[src/rtl/brus_pkg.sv]
`default_nettype none

package brus_pkg;

    // fixed-point format
    localparam int FRAC_BITS = 16;
    localparam int DW        = 32;
    localparam int MW        = DW + 1;
    localparam int PW        = 2 * MW;
    localparam int SW        = DW + 4;

    localparam logic signed [DW-1:0] Q_ONE       = 32'sd1 <<< FRAC_BITS;
    localparam logic signed [DW-1:0] Q_THREE     = 32'sd3 <<< FRAC_BITS;
    localparam logic        [DW-1:0] COEFF_RESET = 32'd13370655;
    localparam logic signed [DW-1:0] S32_MAX     = 32'sh7fff_ffff;
    localparam logic signed [DW-1:0] S32_MIN     = 32'sh8000_0000;

    typedef enum logic [2:0] {
        ST_IDLE,
        ST_LAP,
        ST_MSQ,
        ST_MDU,
        ST_MUUV,
        ST_MDV,
        ST_OUT
    } t_state;

    // operand pair for the shared multiplier
    typedef enum logic [1:0] {
        MS_UU,
        MS_CLU,
        MS_SQV,
        MS_CLV
    } t_mul_sel;

    // where the scaled product of the previous cycle goes
    typedef enum logic [2:0] {
        D_NONE,
        D_SQ,
        D_DIFFU,
        D_UUV,
        D_DIFFV
    } t_dst;

    typedef struct packed {
        logic     load_cen;
        logic     load_new;
        logic     shift_win;
        logic     clear_win;
        logic     right_bound;
        logic     lap_en;
        t_mul_sel mul_sel;
        t_dst     dst;
        logic     out_load;
    } t_dp_cmd;

    typedef struct packed {
        logic out_full;
    } t_dp_stat;

    function automatic logic signed [SW-1:0] sx36(input logic signed [DW-1:0] x);
        return {{(SW-DW){x[DW-1]}}, x};
    endfunction

    // clamp a wide signed value to 32 bits
    function automatic logic signed [DW-1:0] sat32(input logic signed [PW-1:0] x);
        logic signed [DW-1:0] res;
        if (x[PW-1:DW-1] == '0 || x[PW-1:DW-1] == '1) begin
            res = x[DW-1:0];
        end else if (x[PW-1]) begin
            res = S32_MIN;
        end else begin
            res = S32_MAX;
        end
        return res;
    endfunction

    function automatic logic signed [PW-1:0] sx66(input logic signed [SW-1:0] x);
        return {{(PW-SW){x[SW-1]}}, x};
    endfunction

endpackage

`default_nettype wire

[src/rtl/brusselator_line_derivative_stream_core.sv]
`default_nettype none

// channel   dir  tdata (low bit up)              tuser  tlast
// s_axis    in   u_value[31:0], v_value[31:0]    -      last_point
// m_axis    out  du_value[31:0], dv_value[31:0]  -      last_result
// cfg       in   stencil_coeff on i_cfg_wdata when i_cfg_we is high
//
// a point with no held center becomes the center and gives no result unless it closes the line
// each result uses the one shared 33x33 multiplier for four products
// a marked point after a held center gives two results, the second at the right boundary
// reset (synchronous, active low) empties the window and sets the coefficient
// a result waiting on m_axis stalls only the next result, not the next input

module brusselator_line_derivative_stream_core (
    input  wire logic        i_clk,
    input  wire logic        i_rst_n,
    // stencil coefficient write
    input  wire logic        i_cfg_we,
    input  wire logic [31:0] i_cfg_wdata,
    // grid points in
    input  wire logic        s_axis_tvalid,
    output logic             s_axis_tready,
    input  wire logic [63:0] s_axis_tdata,   // u_value[31:0], v_value[63:32]
    input  wire logic        s_axis_tlast,
    // derivatives out
    output logic             m_axis_tvalid,
    input  wire logic        m_axis_tready,
    output logic [63:0]      m_axis_tdata,   // du_value[31:0], dv_value[63:32]
    output logic             m_axis_tlast
);
    import brus_pkg::*;

    t_dp_cmd              w_cmd;
    t_dp_stat             w_stat;
    logic signed [DW-1:0] w_du, w_dv;

    // sequencer: window moves and multiplier schedule
    brus_ctrl u_ctrl (
        .i_clk      (i_clk),
        .i_rst_n    (i_rst_n),
        .i_in_valid (s_axis_tvalid),
        .i_in_last  (s_axis_tlast),
        .o_in_ready (s_axis_tready),
        .i_stat     (w_stat),
        .o_cmd      (w_cmd)
    );

    // window, shared multiplier, sums and output register
    brus_dp u_dp (
        .i_clk       (i_clk),
        .i_rst_n     (i_rst_n),
        .i_cmd       (w_cmd),
        .o_stat      (w_stat),
        .i_in_u      (s_axis_tdata[31:0]),
        .i_in_v      (s_axis_tdata[63:32]),
        .i_cfg_we    (i_cfg_we),
        .i_cfg_wdata (i_cfg_wdata),
        .i_out_ready (m_axis_tready),
        .o_out_valid (m_axis_tvalid),
        .o_du        (w_du),
        .o_dv        (w_dv),
        .o_last      (m_axis_tlast)
    );

    assign m_axis_tdata = {w_dv, w_du};

`ifndef NO_ASSERTIONS
    // a loaded result shows up on the output
    a_load_shows: assert property (@(posedge i_clk) disable iff (!i_rst_n)
        w_cmd.out_load |=> m_axis_tvalid)
        else $error("result load did not raise m_axis_tvalid");

    // the square is captured only right after the laplacians start the schedule
    a_sched_order: assert property (@(posedge i_clk) disable iff (!i_rst_n)
        (w_cmd.dst == D_SQ) |-> $past(w_cmd.lap_en))
        else $error("multiplier schedule out of order");

    // no evaluation work overlaps taking a new beat
    a_idle_accept: assert property (@(posedge i_clk) disable iff (!i_rst_n)
        s_axis_tready |-> (w_cmd.dst == D_NONE) && !w_cmd.out_load && !w_cmd.lap_en)
        else $error("input taken while a result is in progress");
`endif

endmodule

`default_nettype wire

[src/rtl/brus_ctrl.sv]
`default_nettype none

module brus_ctrl (
    input  wire logic               i_clk,
    input  wire logic               i_rst_n,
    input  wire logic               i_in_valid,
    input  wire logic               i_in_last,
    output logic                    o_in_ready,
    input  wire brus_pkg::t_dp_stat i_stat,
    output brus_pkg::t_dp_cmd       o_cmd
);
    import brus_pkg::*;

    t_state r_state, n_state;
    logic   r_held, n_held;    // a center point is waiting for its right neighbor
    logic   r_last, n_last;    // the newest point closes the line
    logic   r_end, n_end;      // current evaluation uses the right boundary

    always_ff @(posedge i_clk) begin
        if (!i_rst_n) begin
            r_state <= ST_IDLE;
            r_held  <= 1'b0;
            r_last  <= 1'b0;
            r_end   <= 1'b0;
        end else begin
            r_state <= n_state;
            r_held  <= n_held;
            r_last  <= n_last;
            r_end   <= n_end;
        end
    end

    always_comb begin
        n_state           = r_state;
        n_held            = r_held;
        n_last            = r_last;
        n_end             = r_end;
        o_in_ready        = 1'b0;
        o_cmd             = '0;
        o_cmd.mul_sel     = MS_UU;
        o_cmd.dst         = D_NONE;
        o_cmd.right_bound = r_end;
        unique case (r_state)
            ST_IDLE: begin
                o_in_ready = 1'b1;
                if (i_in_valid) begin
                    if (r_held) begin
                        o_cmd.load_new = 1'b1;
                        n_last         = i_in_last;
                        n_end          = 1'b0;
                        n_state        = ST_LAP;
                    end else begin
                        o_cmd.load_cen = 1'b1;
                        n_held         = 1'b1;
                        if (i_in_last) begin
                            n_last  = 1'b1;
                            n_end   = 1'b1;
                            n_state = ST_LAP;
                        end
                    end
                end
            end
            ST_LAP: begin
                o_cmd.lap_en  = 1'b1;
                o_cmd.mul_sel = MS_UU;
                n_state       = ST_MSQ;
            end
            ST_MSQ: begin
                o_cmd.dst     = D_SQ;
                o_cmd.mul_sel = MS_CLU;
                n_state       = ST_MDU;
            end
            ST_MDU: begin
                o_cmd.dst     = D_DIFFU;
                o_cmd.mul_sel = MS_SQV;
                n_state       = ST_MUUV;
            end
            ST_MUUV: begin
                o_cmd.dst     = D_UUV;
                o_cmd.mul_sel = MS_CLV;
                n_state       = ST_MDV;
            end
            ST_MDV: begin
                o_cmd.dst = D_DIFFV;
                n_state   = ST_OUT;
            end
            ST_OUT: begin
                if (!i_stat.out_full) begin
                    o_cmd.out_load = 1'b1;
                    if (r_end) begin
                        o_cmd.clear_win = 1'b1;
                        n_held          = 1'b0;
                        n_last          = 1'b0;
                        n_end           = 1'b0;
                        n_state         = ST_IDLE;
                    end else begin
                        o_cmd.shift_win = 1'b1;
                        if (r_last) begin
                            n_end   = 1'b1;
                            n_state = ST_LAP;
                        end else begin
                            n_state = ST_IDLE;
                        end
                    end
                end
            end
            default: n_state = ST_IDLE;
        endcase
    end

endmodule

`default_nettype wire

[src/rtl/brus_dp.sv]
`default_nettype none

module brus_dp (
    input  wire logic                       i_clk,
    input  wire logic                       i_rst_n,
    input  wire brus_pkg::t_dp_cmd          i_cmd,
    output brus_pkg::t_dp_stat              o_stat,
    input  wire logic signed [31:0]         i_in_u,
    input  wire logic signed [31:0]         i_in_v,
    input  wire logic                       i_cfg_we,
    input  wire logic [31:0]                i_cfg_wdata,
    input  wire logic                       i_out_ready,
    output logic                            o_out_valid,
    output logic signed [31:0]              o_du,
    output logic signed [31:0]              o_dv,
    output logic                            o_last
);
    import brus_pkg::*;

    logic        [DW-1:0] r_coeff;
    logic signed [DW-1:0] r_left_u, r_left_v, r_cen_u, r_cen_v;
    logic signed [DW-1:0] r_new_u, r_new_v;
    logic signed [DW-1:0] r_lapu, r_lapv;
    logic signed [DW-1:0] r_sq, r_uuv, r_diffu, r_diffv;
    logic signed [PW-1:0] r_prod;
    logic signed [DW-1:0] r_du, r_dv;
    logic                 r_out_valid, r_out_last;

    logic signed [DW-1:0] w_right_u, w_right_v;
    logic signed [SW-1:0] w_lapu_sum, w_lapv_sum;
    logic signed [MW-1:0] w_ma, w_mb;
    logic signed [PW-1:0] w_mprod;
    logic signed [DW-1:0] w_scaled;
    logic signed [SW-1:0] w_du_sum, w_dv_sum;

    // stencil window
    always_ff @(posedge i_clk) begin
        if (!i_rst_n) begin
            r_coeff  <= COEFF_RESET;
            r_cen_u  <= '0;
            r_cen_v  <= '0;
            r_left_u <= Q_ONE;
            r_left_v <= Q_THREE;
        end else begin
            if (i_cfg_we) begin
                r_coeff <= i_cfg_wdata;
            end
            if (i_cmd.load_cen) begin
                r_cen_u <= i_in_u;
                r_cen_v <= i_in_v;
            end else if (i_cmd.shift_win) begin
                r_left_u <= r_cen_u;
                r_left_v <= r_cen_v;
                r_cen_u  <= r_new_u;
                r_cen_v  <= r_new_v;
            end else if (i_cmd.clear_win) begin
                r_cen_u  <= '0;
                r_cen_v  <= '0;
                r_left_u <= Q_ONE;
                r_left_v <= Q_THREE;
            end
        end
    end

    always_ff @(posedge i_clk) begin
        if (i_cmd.load_new) begin
            r_new_u <= i_in_u;
            r_new_v <= i_in_v;
        end
    end

    assign w_right_u = i_cmd.right_bound ? Q_ONE   : r_new_u;
    assign w_right_v = i_cmd.right_bound ? Q_THREE : r_new_v;

    assign w_lapu_sum = sx36(r_left_u) - (sx36(r_cen_u) <<< 1) + sx36(w_right_u);
    assign w_lapv_sum = sx36(r_left_v) - (sx36(r_cen_v) <<< 1) + sx36(w_right_v);

    always_ff @(posedge i_clk) begin
        if (i_cmd.lap_en) begin
            r_lapu <= sat32(sx66(w_lapu_sum));
            r_lapv <= sat32(sx66(w_lapv_sum));
        end
    end

    // shared multiplier, 33 x 33 signed
    always_comb begin
        unique case (i_cmd.mul_sel)
            MS_UU: begin
                w_ma = {r_cen_u[DW-1], r_cen_u};
                w_mb = {r_cen_u[DW-1], r_cen_u};
            end
            MS_CLU: begin
                w_ma = {1'b0, r_coeff};
                w_mb = {r_lapu[DW-1], r_lapu};
            end
            MS_SQV: begin
                w_ma = {r_sq[DW-1], r_sq};
                w_mb = {r_cen_v[DW-1], r_cen_v};
            end
            MS_CLV: begin
                w_ma = {1'b0, r_coeff};
                w_mb = {r_lapv[DW-1], r_lapv};
            end
            default: begin
                w_ma = '0;
                w_mb = '0;
            end
        endcase
    end

    assign w_mprod = w_ma * w_mb;

    always_ff @(posedge i_clk) begin
        r_prod <= w_mprod;
    end

    // floor shift then clamp
    assign w_scaled = sat32(r_prod >>> FRAC_BITS);

    always_ff @(posedge i_clk) begin
        unique case (i_cmd.dst)
            D_NONE:  ;
            D_SQ:    r_sq    <= w_scaled;
            D_DIFFU: r_diffu <= w_scaled;
            D_UUV:   r_uuv   <= w_scaled;
            D_DIFFV: r_diffv <= w_scaled;
            default: ;
        endcase
    end

    assign w_du_sum = sx36(Q_ONE) + sx36(r_uuv) - (sx36(r_cen_u) <<< 2) + sx36(r_diffu);
    assign w_dv_sum = (sx36(r_cen_u) <<< 1) + sx36(r_cen_u) - sx36(r_uuv) + sx36(r_diffv);

    // output register
    always_ff @(posedge i_clk) begin
        if (i_cmd.out_load) begin
            r_du       <= sat32(sx66(w_du_sum));
            r_dv       <= sat32(sx66(w_dv_sum));
            r_out_last <= i_cmd.right_bound;
        end
    end

    always_ff @(posedge i_clk) begin
        if (!i_rst_n) begin
            r_out_valid <= 1'b0;
        end else if (i_cmd.out_load) begin
            r_out_valid <= 1'b1;
        end else if (i_out_ready) begin
            r_out_valid <= 1'b0;
        end
    end

    assign o_stat.out_full = r_out_valid & ~i_out_ready;
    assign o_out_valid     = r_out_valid;
    assign o_du            = r_du;
    assign o_dv            = r_dv;
    assign o_last          = r_out_last;

endmodule

`default_nettype wire
[config.mk]
export PLATFORM = sky130hd
export DESIGN_NAME = brusselator_line_derivative_stream_core
export DESIGN_NICKNAME = d
export VERILOG_FILES = /design/src/rtl/brus_pkg.sv /design/src/rtl/brusselator_line_derivative_stream_core.sv /design/src/rtl/brus_ctrl.sv /design/src/rtl/brus_dp.sv
export SDC_FILE = /design/constraint.sdc
export NUM_CORES = 2
export LEC_CHECK = 0
export BUFFER_PORTS_ARGS = -buffer_cell sky130_fd_sc_hd__clkbuf_2
export CORE_MARGIN = 3
export CORE_UTILIZATION = 66
export DETAILED_ROUTE_END_ITERATION = 8
export PLACE_DENSITY = 0.88
export REMOVE_ABC_BUFFERS = 1
export SLEW_MARGIN = 20
export SYNTH_ARGS = -nofsm -noshare
export SYNTH_HDL_FRONTEND = slang
export SYNTH_HIERARCHICAL = 1
export SYNTH_SLANG_ARGS = --single-unit
[constraint.sdc]
create_clock -name i_clk -period 13.1 [get_ports i_clk]
set_clock_uncertainty 0.1 [all_clocks]
set_input_delay 0.655 -clock i_clk [delete_from_list [all_inputs] [get_ports i_clk]]
set_output_delay 0.655 -clock i_clk [all_outputs]
set_load 0.005 [all_outputs]
== Word level (Yosys, flattened, before mapping) ==
Cells that the tools add are included.
Storage, ports and cells
  register bits: 554
  output and inout port bits: 67
  word-level logic and storage cells: 140
Operators by class
  $add $sub $neg: 10
  multipliers: 1
  equality and inequality tests: 22
  mux-type cells: 60
  bitwise logic cells: 3
  reductions and logical operators: 22
Operators by type and width (count)
  $mux 32: 21
  $eq 35x35->1 const B: 5
  $logic_not 35->1: 5
  $pmux 33 s4: 1
  $pmux 33 s3: 1
  $add 36x32->36: 2
  $add 34x32->35: 2
  $sub 32x33->34: 2
  $mul 33x33->66: 1
  $sub 33x34->35: 1
  $sub 34x32->35: 1
  $add 33x32->34: 1
  $add 18x32->33 const A: 1
  $mux 1: 22
  $pmux 3 s7: 1
  $mux 3: 5
  $eq 3x2->1 const B: 4
  $eq 3x3->1 const B: 4
  $pmux 3 s4: 1
  $mux 2: 4
  $reduce_and 4->1: 2
  $eq 3x1->1 const B: 2
  $pmux 1 s2: 3
  $pmux 2 s3: 1
  16 further kinds: 25

== Depth between registers and ports, before layout ==
  depth after elaboration: 7
  gate-level depth with buffers: 40
  mapped depth without buffers: 33

== By module ==
The synthesis kept the hierarchy.
By module, submodules not included
  brus_dp: times used 1, cells an instance 7476, area each 70526.4 sq um
  brus_ctrl: times used 1, cells an instance 55, area each 467.9 sq um

== Worst setup path before layout ==
Ideal clock, no wire load.
  kind: reg-to-reg
  start point: reg u_ctrl.r_state[2]
  end point: reg u_dp.r_prod[62]
  arrival time: 9.253 ns
  data required time: 12.881 ns
  path slack: 3.628 ns
  stages on the path, launching flop included: 39
  buffers on the path: 7
  clock period less this slack: 9.472 ns
  path through: dfxtp_1 buf_6 nand2b_1 a21oi_1 buf_4 buf_4 buf_1 clkbuf_1 mux2i_1 nand2_1 o21ai_1 clkbuf_1 nor2_1 fa_1 inv_1 fa_1 inv_1 fa_1 [3 not listed] fa_1 fa_1 fa_1 inv_1 fa_1 inv_1 ha_1 clkbuf_1 a21oi_1 o21ai_0 a21oi_1 a21boi_0 or3_1 o2111ai_1 a31oi_1 o21a_1 o31a_1 xor2_1
RTL lines
  start, declared: line brus_ctrl.sv:14  | t_state r_state, n_state;
  start signal, assigned: line brus_ctrl.sv:26  | r_state <= n_state;
  end signal, assigned: line brus_dp.sv:114  | r_prod <= w_mprod;
  end, declared: line brus_dp.sv:25  | logic signed [PW-1:0] r_prod;

==> impl_metrics.csv <==
group,metric,value,unit
sta,max_freq,0.0832,GHz
pwr,p_comb_share,76.9,%
logic_synthesis,synth_cells,7531,
clocking,cts-root-to-sink-buffers,3,
sta,setup_tns,0,ns
clocking,clk_pin_slew,0.07,ns
worst_setup_path,slowest_delay,0.95,ns
clocking,clkSinkCount,538,
worst_setup_path,critical_path.max_fanout,35,
route,drtIter0Drc,6975,
pwr,p_leak,36.1,nW
worst_setup_path,startpoint_type,"register",
worst_setup_path,arrival,12.47,ns
logic_synthesis,synthArstFlopShare,0,%
route,vias,56376,
grt,grt_remaining_overflow,0,
sta,max_slew_margin,17.1,%
sta,finalCritPeriodShare,91.7,%
pwr,seq_power_share,14.0,%
route,wl_per_cell,25.2,um
place,post-dp-hpwl,175000,um
place,portBuffers,168,
pwr,power_density,231,nW/um^2
pwr,swShare,54.7,%
sta,holdWs,0.106,ns
outcome,status,"complete, no violations",
logic_synthesis,syn_area_per_cell,9.43,um^2
logic_synthesis,syn_area,71000,um^2
place,dpl_cell_area,73500,um^2
route,routed_via_density,6.27,
route,drt.antenna.violating_nets,0,
pwr,clkPwrFrac,9.1,%
clocking,post_cts_buffers,0,
layout,fin_area,75300,um^2
logic_synthesis,synth_cell_types,95,
grt,grt_pass1_wl,346000,um
logic_synthesis,ys.warnings.count,6,
route,drc_errors,0,
route,drt_wl_total,227000,um
die,die_y,334,um
sta,rsz0062_at_grt,"no",
hold_path,min_path_type,"in -> reg",
layout,final_common_cell,"inv_1",
die,num_io_pins,169,
die,die-area,112000,um^2
layout,most-common-layout-cells,"inv_1, fa_1, nand2_1",
logic_synthesis,synth_edf_count,321,
clocking,tritoncts.num_buffers,53,
clocking,cts_max_level,2,
pwr,power.switching,9.50,mW
flow_run,maxCapViolations,0,
worst_setup_path,crit_path_end_kind,"register",
sta,hold_viol_final,0,
pwr,p_total,17.4,mW
layout,regMostFlops,"u_dp/r_prod",
die,core_area,106000,um^2
clocking,cts-resized-gates,0,
layout,area_growth,6.06,%
pwr,ir_worst_vdd,0.260,mV
route,firstDrtPassIters,8,
die,initial_core_util,67.0,%
sta,fin_crit,12.02,ns
worst_setup_path,critPathRequiredTime,13.55,ns
grt,grt_max_degree,131,
clocking,cts-root-buf,"clkbuf_16",
sta,worst_pin_slew,1.21,ns
layout,final_nets,9342,
clocking,cts_hold_buf,0,
place,routabilityCongestion,1.02,
grt,grt_pass1_vias,59799,
grt,antenna_found_initial,7,
logic_synthesis,synth-main-ff-cell,"edfxtp_1",
pwr,power.internal,7.87,mW
worst_setup_path,slowest_stage,"a2111oi_0",
worst_setup_path,path_common_cell,"fa_1",
sta,setup_viol,0,
die,die_w,334,um
layout,final_layout_size_suffix_gt1_share,6.75,%
grt,gr-usage-all-layers,41.3,%
logic_synthesis,synth-seq-cells,538,
logic_synthesis,yosysSeqAreaShare,19.7,%
sta,report.final.slew_viol_count,0,
worst_setup_path,worstSetupPathType,"reg -> reg",
layout,largest_reg_flops,50,
clocking,cts_tree,"yes",
die,rows,119,
clocking,clk_latency,0.65,ns
## cell type report
cell class,instances,area (um^2)
clock inverters,36,313
clock buffers,63,1460
repair buffers,305,1910
inverters,1603,6020
diodes,8,20.0
flip-flops and latches,538,14000
multi-input cells,5045,49900
fillers,7664,30700
well taps,1391,1740
## metal layers
metal  GRT usage [%]  up-vias  share of wire, %
met5               0        -            0.0097
met4            28.8        4               9.0
met3            13.8     1243                14
met2            62.4     4113                43
met1            50.3    27636                34
li1                -    23380                 -
## power groups by stage
| stage | Combinational, mW | Clock [mW] | Sequential, mW |
|---|---|---|---|
| 2_1_floorplan | 8.71 | 0 | 2.38 |
| 3_3_place_gp | 12.4 | 0 | 2.44 |
| 3_5_place_dp | 12.8 | 0 | 2.45 |
| 5_1_grt | 14.5 | 1.65 | 2.44 |
| 4_1_cts | 12.9 | 1.58 | 2.42 |
| 6_report | 13.4 | 1.58 | 2.43 |
## critical path: cells and delay by family (launching register included)
family | cells | cell delay, ns
adders and majority gates | 9 | 4.48
buffers and inverters | 8 | 1.22
and+or+nand+nor | 7 | 1.70
DFF | 1 | 0.66
muxes | 1 | 0.33
xor gates and xnor gates | 1 | 0.26
AOI/OAI and AO/OA | 5 | 3.13
## worst paths after layout
kind,depth (start not counted),endpoint,slack [ns],from
max,31,u_dp/r_prod[45],1.08,u_ctrl/r_state[2]
min,1,u_dp/r_new_v[5],0.11,s_axis_tdata[37]
max reg2reg,31,u_dp/r_prod[45],1.08,u_ctrl/r_state[2]
min reg2reg,2,u_ctrl/r_last,0.37,u_ctrl/r_last
## synthesized netlist by cell type (all sizes together) (11+ instances only)
cell	count	area share (%)
a21boi	12	0.13
o21a	78	0.82
a22oi	65	0.69
mux2	14	0.22
mux2i	93	1.3
o31ai	11	0.12
o21bai	22	0.23
nand3	44	0.32
nand2	759	4.0
and2	107	0.94
or2	19	0.17
edfxtp	321	14
ha	388	6.8
nor3	67	0.50
a211oi	19	0.20
a31o	17	0.21
xor2	47	0.58
inv	1602	8.5
clkbuf	283	1.5
dfxtp	217	6.1
fa	1306	37
nor2	654	3.5
buf	62	0.44
a211o	11	0.14
nor2b	106	0.93
o21ai	268	1.9
nor3b	38	0.40
xnor2	116	1.4
a21o	194	2.1
and3	14	0.12
nor4	17	0.18
o211ai	19	0.20
nand4	23	0.20
a31oi	22	0.21
nand2b	113	1.0
a21oi	251	1.8
## cell families (layout without fill, tap and decap cells)
family / Yosys count / in the layout / share of synthesized area (%)
AO/OA/AOI/OAI: 1074 / 1074 / 9.75
XOR/XNOR: 163 / 163 / 2.02
adder cells (fa/ha/maj): 1694 / 1694 / 43.7
buffers and inverters: 1948 / 2007 / 10.4
flip-flops: 538 / 538 / 19.7
multiplexers: 115 / 115 / 1.79
other: 0 / 8 / 0
AND/OR/NAND/NOR: 1999 / 1999 / 12.7
## through the flow
step	instances	setup WS (ns)	util [%]
after floorplan	7186	-6.01	-
after global placement	8882	1.66	69.3
after detailed placement	8882	1.55	69.3
after CTS	8981	1.52	71.0
after global routing	8981	0.862	71.0
final	8989	1.08	71.0
Note: power is estimated with default switching activity, not from simulation.
